`config.mk`:
```
export PLATFORM = sky130hd
export DESIGN_NAME = rc_pwm_ppm_capture_decoder
export DESIGN_NICKNAME = d
export VERILOG_FILES = /design/src/hw/rtl/rcpd_pkg.sv /design/src/hw/rtl/rc_pwm_ppm_capture_decoder.sv /design/src/hw/rtl/rcpd_csr.sv /design/src/hw/rtl/rcpd_core.sv
export SDC_FILE = /design/constraint.sdc
export NUM_CORES = 2
export LEC_CHECK = 0
export BUFFER_PORTS_ARGS = -buffer_cell sky130_fd_sc_hd__buf_2
export CAP_MARGIN = 20
export CORE_ASPECT_RATIO = 1.25
export CORE_MARGIN = 5
export CORE_UTILIZATION = 55
export DETAILED_ROUTE_END_ITERATION = 12
export GPL_TIMING_DRIVEN = 0
export PLACE_DENSITY = 0.69
export SLEW_MARGIN = 5
export SYNTH_ARGS = -nofsm -noshare
export SYNTH_HDL_FRONTEND = slang
export SYNTH_SLANG_ARGS = --single-unit
export TNS_END_PERCENT = 20
```
`constraint.sdc`:
```
create_clock -name clock -period 11.5 [get_ports clock]
set_input_delay 1.725 -clock clock [delete_from_list [all_inputs] [get_ports clock]]
set_output_delay 1.725 -clock clock [all_outputs]
set_load 0.05 [all_outputs]
```
`src/hw/rtl/rcpd_pkg.sv`:
```
// ----------------------------------------------------------------------------
// rcpd_pkg
// shared types, constants and pulse arithmetic for the rc pulse decoder
// ----------------------------------------------------------------------------
package rcpd_pkg;

   localparam int NUM_LINES = 8;
   localparam int PPM_SLOTS = 8;
   localparam int SLOT_W    = 3;
   localparam int CH_W      = 3;
   localparam int CAP_W     = 16;
   localparam int MS_W      = 32;
   localparam int ADDR_W    = 5;
   localparam int DATA_W    = 32;

   localparam logic [SLOT_W:0] SLOT_COUNT = PPM_SLOTS[SLOT_W:0];

   typedef enum logic [2:0] {
      REG_PPM_MODE        = 3'd0,
      REG_PPM_ACTIVE_LOW  = 3'd1,
      REG_TIMER_PERIOD    = 3'd2,
      REG_SYNC_TICKS      = 3'd3,
      REG_ALIVE_THRESHOLD = 3'd4
   } reg_index_type;

   typedef enum logic {
      OP_EDGE = 1'b0,
      OP_READ = 1'b1
   } opcode_type;

   typedef struct packed {
      logic             ppm_mode;
      logic             ppm_active_low;
      logic [CAP_W-1:0] timer_period;
      logic [CAP_W-1:0] sync_ticks;
      logic [MS_W-1:0]  alive_threshold;
   } cfg_type;

   typedef struct packed {
      opcode_type       opcode;
      logic [CH_W-1:0]  channel;
      logic             level;
      logic [CAP_W-1:0] capture_time;
      logic [MS_W-1:0]  now_ms;
   } req_type;

   typedef logic [NUM_LINES-1:0][CAP_W-1:0] widths_type;

   // pulse width with wrap at the timer period
   function automatic logic [CAP_W-1:0] span(input logic [CAP_W-1:0] start,
                                             input logic [CAP_W-1:0] stop,
                                             input logic [CAP_W-1:0] period);
      logic [CAP_W-1:0] wrapped;
      wrapped = period - start + stop;
      if (stop > start) begin
         return stop - start;
      end
      return wrapped;
   endfunction

   // strictly older than the threshold counts as silence
   function automatic logic silent(input logic [MS_W-1:0] now,
                                   input logic [MS_W-1:0] last,
                                   input logic [MS_W-1:0] threshold);
      logic [MS_W-1:0] age;
      age = now - last;
      return age > threshold;
   endfunction

endpackage

```
`src/hw/rtl/rc_pwm_ppm_capture_decoder.sv`:
```
// ----------------------------------------------------------------------------
// rc_pwm_ppm_capture_decoder
// rc pulse decoder: turns captured edge stamps into pwm or ppm channel widths
// ----------------------------------------------------------------------------
//
//   port group   direction   handshake                 carries
//   req_*        in          req_valid / req_ready     edge event or read request
//   rsp_*        out         rsp_valid / rsp_ready     eight channel widths per read
//   p*           in/out      psel, penable, pwrite     mode, polarity, period, sync, alive regs
//
// one request per cycle sustained while no read waits; a taken request sits in the
// input register while the decode stage updates all channel state
// a read moves from the input register into the response register, which raises
// rsp_valid; the response register holds it until rsp_ready takes it
// edge events give no response; a read waits only while the response register
// is full and not taken, and req_ready drops then; reset sets all but payload regs
//
module rc_pwm_ppm_capture_decoder (
   input  logic                               clock,
   input  logic                               reset,
   // request channel
   input  logic                               req_valid,
   output logic                               req_ready,
   input  logic                               req_opcode,
   input  logic [rcpd_pkg::CH_W-1:0]          req_channel,
   input  logic                               req_level,
   input  logic [rcpd_pkg::CAP_W-1:0]         req_capture_time,
   input  logic [rcpd_pkg::MS_W-1:0]          req_now_ms,
   // response channel
   output logic                               rsp_valid,
   input  logic                               rsp_ready,
   output logic [rcpd_pkg::CAP_W-1:0]         rsp_width_ch0,
   output logic [rcpd_pkg::CAP_W-1:0]         rsp_width_ch1,
   output logic [rcpd_pkg::CAP_W-1:0]         rsp_width_ch2,
   output logic [rcpd_pkg::CAP_W-1:0]         rsp_width_ch3,
   output logic [rcpd_pkg::CAP_W-1:0]         rsp_width_ch4,
   output logic [rcpd_pkg::CAP_W-1:0]         rsp_width_ch5,
   output logic [rcpd_pkg::CAP_W-1:0]         rsp_width_ch6,
   output logic [rcpd_pkg::CAP_W-1:0]         rsp_width_ch7,
   // configuration port
   input  logic                               psel,
   input  logic                               penable,
   input  logic                               pwrite,
   input  logic [rcpd_pkg::ADDR_W-1:0]        paddr,
   input  logic [rcpd_pkg::DATA_W-1:0]        pwdata,
   output logic [rcpd_pkg::DATA_W-1:0]        prdata,
   output logic                               pready
);

   rcpd_pkg::cfg_type     cfg;
   rcpd_pkg::req_type     req_item;
   rcpd_pkg::widths_type  widths_calc;

   // input register
   logic                  in_valid_ff;
   logic                  in_valid_in;
   rcpd_pkg::req_type     in_item_ff;

   // response register
   logic                  rsp_valid_ff;
   logic                  rsp_valid_in;
   rcpd_pkg::widths_type  rsp_widths_ff;

   logic                  req_fire;
   logic                  stage_advance;
   logic                  stage_fire;
   logic                  rsp_load;

   assign pready = 1'b1;

   assign req_item.opcode       = rcpd_pkg::opcode_type'(req_opcode);
   assign req_item.channel      = req_channel;
   assign req_item.level        = req_level;
   assign req_item.capture_time = req_capture_time;
   assign req_item.now_ms       = req_now_ms;

   // edges always move on; a read needs room in the response register
   assign stage_advance = (in_item_ff.opcode == rcpd_pkg::OP_EDGE) || !rsp_valid_ff || rsp_ready;
   assign stage_fire    = in_valid_ff && stage_advance;
   assign rsp_load      = stage_fire && (in_item_ff.opcode == rcpd_pkg::OP_READ);
   assign req_ready     = !in_valid_ff || stage_advance;
   assign req_fire      = req_valid && req_ready;

   always_comb begin
      in_valid_in = in_valid_ff;
      if (req_fire) begin
         in_valid_in = 1'b1;
      end else if (stage_fire) begin
         in_valid_in = 1'b0;
      end
      rsp_valid_in = rsp_valid_ff;
      if (rsp_load) begin
         rsp_valid_in = 1'b1;
      end else if (rsp_ready) begin
         rsp_valid_in = 1'b0;
      end
   end

   always_ff @(posedge clock) begin
      if (reset) begin
         in_valid_ff  <= 1'b0;
         rsp_valid_ff <= 1'b0;
      end else begin
         in_valid_ff  <= in_valid_in;
         rsp_valid_ff <= rsp_valid_in;
      end
   end

   // payload registers, no reset
   always_ff @(posedge clock) begin
      if (req_fire) begin
         in_item_ff <= req_item;
      end
      if (rsp_load) begin
         rsp_widths_ff <= widths_calc;
      end
   end

   rcpd_csr u_csr (
      .clock   (clock),
      .reset   (reset),
      .psel    (psel),
      .penable (penable),
      .pwrite  (pwrite),
      .paddr   (paddr),
      .pwdata  (pwdata),
      .prdata  (prdata),
      .cfg     (cfg)
   );

   rcpd_core u_core (
      .clock      (clock),
      .reset      (reset),
      .item_valid (stage_fire),
      .item       (in_item_ff),
      .cfg        (cfg),
      .widths     (widths_calc)
   );

   assign rsp_valid     = rsp_valid_ff;
   assign rsp_width_ch0 = rsp_widths_ff[0];
   assign rsp_width_ch1 = rsp_widths_ff[1];
   assign rsp_width_ch2 = rsp_widths_ff[2];
   assign rsp_width_ch3 = rsp_widths_ff[3];
   assign rsp_width_ch4 = rsp_widths_ff[4];
   assign rsp_width_ch5 = rsp_widths_ff[5];
   assign rsp_width_ch6 = rsp_widths_ff[6];
   assign rsp_width_ch7 = rsp_widths_ff[7];

endmodule

```
`src/hw/rtl/rcpd_csr.sv`:
```
// ----------------------------------------------------------------------------
// rcpd_csr
// apb-style configuration registers of the rc pulse decoder
// ----------------------------------------------------------------------------
module rcpd_csr (
   input  logic                           clock,
   input  logic                           reset,
   input  logic                           psel,
   input  logic                           penable,
   input  logic                           pwrite,
   input  logic [rcpd_pkg::ADDR_W-1:0]    paddr,
   input  logic [rcpd_pkg::DATA_W-1:0]    pwdata,
   output logic [rcpd_pkg::DATA_W-1:0]    prdata,
   output rcpd_pkg::cfg_type              cfg
);

   rcpd_pkg::cfg_type       cfg_ff;
   rcpd_pkg::cfg_type       cfg_in;
   rcpd_pkg::reg_index_type reg_sel;
   logic                    wr_en;

   assign reg_sel = rcpd_pkg::reg_index_type'(paddr[rcpd_pkg::ADDR_W-1:2]);
   assign wr_en   = psel && penable && pwrite;

   always_comb begin
      cfg_in = cfg_ff;
      if (wr_en) begin
         case (reg_sel)
            rcpd_pkg::REG_PPM_MODE:        cfg_in.ppm_mode        = pwdata[0];
            rcpd_pkg::REG_PPM_ACTIVE_LOW:  cfg_in.ppm_active_low  = pwdata[0];
            rcpd_pkg::REG_TIMER_PERIOD:    cfg_in.timer_period    = pwdata[rcpd_pkg::CAP_W-1:0];
            rcpd_pkg::REG_SYNC_TICKS:      cfg_in.sync_ticks      = pwdata[rcpd_pkg::CAP_W-1:0];
            rcpd_pkg::REG_ALIVE_THRESHOLD: cfg_in.alive_threshold = pwdata[rcpd_pkg::MS_W-1:0];
            default:                       cfg_in = cfg_ff;
         endcase
      end
   end

   always_comb begin
      case (reg_sel)
         rcpd_pkg::REG_PPM_MODE:
            prdata = {{(rcpd_pkg::DATA_W-1){1'b0}}, cfg_ff.ppm_mode};
         rcpd_pkg::REG_PPM_ACTIVE_LOW:
            prdata = {{(rcpd_pkg::DATA_W-1){1'b0}}, cfg_ff.ppm_active_low};
         rcpd_pkg::REG_TIMER_PERIOD:
            prdata = {{(rcpd_pkg::DATA_W-rcpd_pkg::CAP_W){1'b0}}, cfg_ff.timer_period};
         rcpd_pkg::REG_SYNC_TICKS:
            prdata = {{(rcpd_pkg::DATA_W-rcpd_pkg::CAP_W){1'b0}}, cfg_ff.sync_ticks};
         rcpd_pkg::REG_ALIVE_THRESHOLD:
            prdata = cfg_ff.alive_threshold;
         default:
            prdata = '0;
      endcase
   end

   always_ff @(posedge clock) begin
      if (reset) begin
         cfg_ff.ppm_mode        <= 1'b0;
         cfg_ff.ppm_active_low  <= 1'b0;
         cfg_ff.timer_period    <= 16'd65535;
         cfg_ff.sync_ticks      <= 16'd4000;
         cfg_ff.alive_threshold <= 32'd100;
      end else begin
         cfg_ff <= cfg_in;
      end
   end

   assign cfg = cfg_ff;

endmodule

```
`src/hw/rtl/rcpd_core.sv`:
```
// ----------------------------------------------------------------------------
// rcpd_core
// per-line stamp, width and liveness state with its update logic
// ----------------------------------------------------------------------------
module rcpd_core (
   input  logic                 clock,
   input  logic                 reset,
   input  logic                 item_valid,
   input  rcpd_pkg::req_type    item,
   input  rcpd_pkg::cfg_type    cfg,
   output rcpd_pkg::widths_type widths
);

   logic [rcpd_pkg::CAP_W-1:0]  rise_ff  [rcpd_pkg::NUM_LINES];
   logic [rcpd_pkg::CAP_W-1:0]  rise_in  [rcpd_pkg::NUM_LINES];
   logic [rcpd_pkg::CAP_W-1:0]  fall_ff  [rcpd_pkg::NUM_LINES];
   logic [rcpd_pkg::CAP_W-1:0]  fall_in  [rcpd_pkg::NUM_LINES];
   logic [rcpd_pkg::CAP_W-1:0]  pw_ff    [rcpd_pkg::NUM_LINES];
   logic [rcpd_pkg::CAP_W-1:0]  pw_in    [rcpd_pkg::NUM_LINES];
   logic [rcpd_pkg::MS_W-1:0]   seen_ff  [rcpd_pkg::NUM_LINES];
   logic [rcpd_pkg::MS_W-1:0]   seen_in  [rcpd_pkg::NUM_LINES];
   logic [rcpd_pkg::NUM_LINES-1:0] fresh_ff;
   logic [rcpd_pkg::NUM_LINES-1:0] fresh_in;
   logic [rcpd_pkg::SLOT_W-1:0] slot_ff;
   logic [rcpd_pkg::SLOT_W-1:0] slot_in;
   logic [rcpd_pkg::MS_W-1:0]   line_seen_ff;
   logic [rcpd_pkg::MS_W-1:0]   line_seen_in;

   logic [rcpd_pkg::SLOT_W-1:0] slot_idx;
   logic [rcpd_pkg::SLOT_W-1:0] slot_next;
   logic [rcpd_pkg::CAP_W-1:0]  ppm_width;
   logic                        line_silent;
   logic [rcpd_pkg::NUM_LINES-1:0] line_dead;
   rcpd_pkg::widths_type        widths_calc;

   // out-of-range slot falls back to slot zero
   always_comb begin
      slot_idx  = ({1'b0, slot_ff} < rcpd_pkg::SLOT_COUNT) ? slot_ff : '0;
      slot_next = (({1'b0, slot_idx} + 1'b1) == rcpd_pkg::SLOT_COUNT) ? '0 : slot_idx + 1'b1;
      ppm_width = rcpd_pkg::span(rise_ff[slot_idx], item.capture_time, cfg.timer_period);
      line_silent = rcpd_pkg::silent(item.now_ms, line_seen_ff, cfg.alive_threshold);
   end

   // read view of all lines, including the zeroing and fresh-pair width
   always_comb begin
      for (int i = 0; i < rcpd_pkg::NUM_LINES; i++) begin
         line_dead[i] = rcpd_pkg::silent(item.now_ms, seen_ff[i], cfg.alive_threshold);
         if (cfg.ppm_mode) begin
            widths_calc[i] = (i < rcpd_pkg::PPM_SLOTS && !line_silent) ? pw_ff[i] : '0;
         end else if (line_dead[i]) begin
            widths_calc[i] = '0;
         end else if (fresh_ff[i]) begin
            widths_calc[i] = rcpd_pkg::span(rise_ff[i], fall_ff[i], cfg.timer_period);
         end else begin
            widths_calc[i] = pw_ff[i];
         end
      end
   end

   always_comb begin
      rise_in      = rise_ff;
      fall_in      = fall_ff;
      pw_in        = pw_ff;
      seen_in      = seen_ff;
      fresh_in     = fresh_ff;
      slot_in      = slot_ff;
      line_seen_in = line_seen_ff;
      if (item_valid) begin
         case (item.opcode)
            rcpd_pkg::OP_EDGE: begin
               if (cfg.ppm_mode) begin
                  if (item.level != cfg.ppm_active_low) begin
                     rise_in[slot_idx] = item.capture_time;
                  end else begin
                     fall_in[slot_idx] = item.capture_time;
                     line_seen_in      = item.now_ms;
                     // long pulse is the frame sync
                     if (ppm_width >= cfg.sync_ticks) begin
                        slot_in = '0;
                     end else begin
                        pw_in[slot_idx] = ppm_width;
                        slot_in         = slot_next;
                     end
                  end
               end else if (item.level) begin
                  rise_in[item.channel]  = item.capture_time;
                  fresh_in[item.channel] = 1'b0;
               end else begin
                  fall_in[item.channel]  = item.capture_time;
                  fresh_in[item.channel] = 1'b1;
                  seen_in[item.channel]  = item.now_ms;
               end
            end
            rcpd_pkg::OP_READ: begin
               for (int i = 0; i < rcpd_pkg::NUM_LINES; i++) begin
                  if (cfg.ppm_mode) begin
                     if (line_silent && i < rcpd_pkg::PPM_SLOTS) begin
                        pw_in[i] = '0;
                     end
                  end else begin
                     pw_in[i] = widths_calc[i];
                     if (!line_dead[i]) begin
                        fresh_in[i] = 1'b0;
                     end
                  end
               end
            end
            default: begin
               slot_in = slot_ff;
            end
         endcase
      end
   end

   always_ff @(posedge clock) begin
      if (reset) begin
         for (int i = 0; i < rcpd_pkg::NUM_LINES; i++) begin
            rise_ff[i] <= '0;
            fall_ff[i] <= '0;
            pw_ff[i]   <= '0;
            seen_ff[i] <= '0;
         end
         fresh_ff     <= '0;
         slot_ff      <= '0;
         line_seen_ff <= '0;
      end else begin
         rise_ff      <= rise_in;
         fall_ff      <= fall_in;
         pw_ff        <= pw_in;
         seen_ff      <= seen_in;
         fresh_ff     <= fresh_in;
         slot_ff      <= slot_in;
         line_seen_ff <= line_seen_in;
      end
   end

   assign widths = widths_calc;

endmodule

```
==> reports/results.ini <==
[detailed_routing]
dr.pass1.iters = 6
routedWlPerCell_um = 29.0
via_count = 75000
wl_um = 340000
drc = 0
avgViaCountPerCell = 6.40
antenna_left = 0
drt_iter0_drc = 7656

[placed_design]
dpl_cell_area_um2 = 79600
hpwl_um = 264000
dp_slack_ns = 1.19
port_buffers = 255
gp_congestion = 1.12

[power_and_ir_drop]
power_mw = 9.50
p_per_area_nw_per_um2 = 114
p_leak_nw = 33.5
ir_drop_uv = 140

[sta]
final.setup.tns_ns = 0
hold_violations = 0
rsz0062_at_grt = false
timing.final.crit_share_pct = 97.8
tightestPinTransition_ns = 1.35
setup_viol = 0
skew_ns = 0.0308
worst_slack_ns = 0.257
fmax_mhz = 88.9
final_max_slew_viol_count = 0
relSlewSlack_pct = 9.91
fin_crit_ns = 11.24

[yosys]
synth.top_cell.area_share_pct = 20.0
yosysTopAreaCell = dfxtp_1
synth_cell_types = 115
ys_top_cells_by_area = dfxtp_1 (20%), ha_1 (14%), edfxtp_1 (7.2%)
yosysWarnings = 0
postSynth.asyncResetShare_pct = 0
syn-cell-area_um2 = 75300
synth_edf_count = 181
syn_avg_cell_area_um2 = 7.98
seq_area_frac_synth_pct = 27.2
ys.flop_type = dfxtp_1
synthCells = 9434
ys_ff_latch = 932
syn-num-nets = 10500

[critical_path]
max_stage_delay_ns = 0.87
end_kind = flop
start_kind = flop
criticalPathCategory = reg2reg
cp.required_ns = 12.20
cp_slowest_cell = a31oi_2
path_max_fanout = 10
arrival_ns = 11.94

[global_route]
grt_start_max_net_pins = 72
grt_pass1_wl_um = 476000
grt_usage_pct = 45.1
grt_pass1_vias = 71800
grt_overflow = 0
antenna_found_initial = 38

[die]
core_area_um2 = 136000
pin_count = 260
rows = 151
die_x_um = 341
die_h_um = 424
start_util_pct = 55.4
dieArea_um2 = 144000

[hold_path]
hold_path.class = reg2reg

[finish]
syn_to_final_growth_pct = 11.0
layout-drive-gt1-share_pct = 6.95
fillers = 12400
final_util_pct = 61.5
num-nets-final = 11000
multi_input_area_um2 = 49600
design_area_um2 = 83600
regArea_um2 = 20500

[clock_tree]
path_clk_slew_ns = 0.06
holdBufCountCts = 0
cts.sinks = 932
cts_buffer_depth = 3
cts-resized-gates = 0
tritoncts.num_buffers = 104
htree_num_levels = 3
root_buffer = clkbuf_16
tritoncts = built
cts_setup_buffers = 0
clkLatencyLatePin_ns = 0.78

[flow_run]
cap_violations = 0

[run_status]
outcome = finished, final reports clean

logic make-up after synthesis:
logic type	synth area share, %
AND/OR/NAND/NOR	16.4
other	0.00498
adder cells (fa/ha/maj)	18.4
XOR/XNOR	5.56
AO/OA/AOI/OAI	22.1
buffers and inverters	7.09
multiplexers	3.24
flip-flops	27.2
critical path, delay by kind of cell (launching register included):
kind,cells,cell delay [ns]
flops,1,0.48
buf+inv,7,3.00
simple gates,10,2.93
fa+ha+maj,3,1.10
compound gates,8,3.55
synth_stat cells (all sizes together), types with 83 or more instances:
cell type and n:
xnor2 324, o21a 98, dfxtp 751, edfxtp 181, a211oi 88, fa 153, nor3 137, xor2 154
a21oi 1011, clkbuf 327, nand2 1078, nand4 88, ha 864, mux2i 233, nor2b 83, nor2 860
a21o 272, nand3 141, o21ai 384, and3 89, inv 1004
sequential cells by signal (all words and copies together), names as in the netlist:
signal and count:
u_core.seen_ff 256, u_core.fall_ff 128, u_core.pw_ff 128, u_core.rise_ff 128, u_csr.cfg 66, in_item_ff 53, u_core.line_seen_ff 32, rsp_width_ch0 16
rsp_width_ch1 16, rsp_width_ch2 16, rsp_width_ch3 16, rsp_width_ch4 16, rsp_width_ch5 16, rsp_width_ch6 16, rsp_width_ch7 16, u_core.fresh_ff 8
u_core.slot_ff 3, in_valid_ff 1, rsp_valid 1
path summary, 6_finish.rpt:
| path | from | slack [ns] | cells after the start | endpoint |
|---|---|---|---|---|
| worst min register to register | u_core.seen_ff[29]$_SDFFE_PP0P_ | 0.45 | 2 | u_core.seen_ff[29]$_SDFFE_PP0P_ |
| worst max-delay path | u_core.slot_ff[0]$_SDFFE_PP0P_ | 0.26 | 28 | u_core.pw_ff[63]$_SDFFE_PP0P_ |
| worst max register to register | u_core.slot_ff[0]$_SDFFE_PP0P_ | 0.26 | 28 | u_core.pw_ff[63]$_SDFFE_PP0P_ |
| worst min-delay path | u_core.seen_ff[29]$_SDFFE_PP0P_ | 0.45 | 2 | u_core.seen_ff[29]$_SDFFE_PP0P_ |
area by class of cell:
type	instances	area share (%)
Multi-Input combinational cell	7104	59.4
Sequential cell	932	24.5
Inverter	1019	4.58
Clock buffer	130	3.46
Tap cell	1759	2.63
Timing Repair Buffer	306	2.49
Buffer	379	1.85
Clock inverter	67	1.05
Antenna cell	28	0.0839
per-stage QoR:
step / hold WS (ns) / cells
floorplan: 0.432 / 9434
global placement: 0.441 / 11400
detailed placement: 0.446 / 11500
CTS: 0.454 / 11700
global route: 0.468 / 11700
finish: 0.453 / 11700
layout by cell type (no fill, tap or decap), types with 30 or more instances in the layout:
master     Yosys  layout
o211ai_1      64      64
o21ai_0      359     359
mux2i_1      232     228
a22oi_1       68      68
inv_1       1003     989
a21o_1       271     271
a21oi_1     1008    1008
or2_2         32      32
xor2_1       154     154
o21a_1        98      98
nor3_1       135     133
a221oi_1      60      60
or3_1         40      40
nand4_1       88      88
nand3_1      138     138
fa_1         153     153
nor4_1        35      34
a211oi_1      82      81
a31oi_1       73      72
o2bb2ai_1     30      30
nand2b_1      77      77
o21bai_1      45      45
and3_1        89      89
dfxtp_1      751     750
clkbuf_1     327     325
nor2_1       860     859
o31ai_1       35      35
edfxtp_1     181     181
nand2_1     1078    1078
ha_1         864     864
o22ai_1       61      61
buf_2         37     295
nor2b_1       83      83
xnor2_1      324     324
clkbuf_16      0     111
routing by layer:
metal  track usage [%]  up-vias  wire length, µm
met5                 0        -               54
met4              46.2        8            44600
met3              11.2     1641            34100
met2              72.4     4330           149000
met1              47.1    35200           112000
li1                  -    33800                -
report_power, final:
part / switching (mW) / leakage, nW / internal, mW
clock network: 1.56 / 1.83 / 2.21
logic: 1.51 / 23.8 / 0.775
registers: 0.0706 / 7.80 / 3.38
Note: power is estimated with default switching activity, not from simulation.
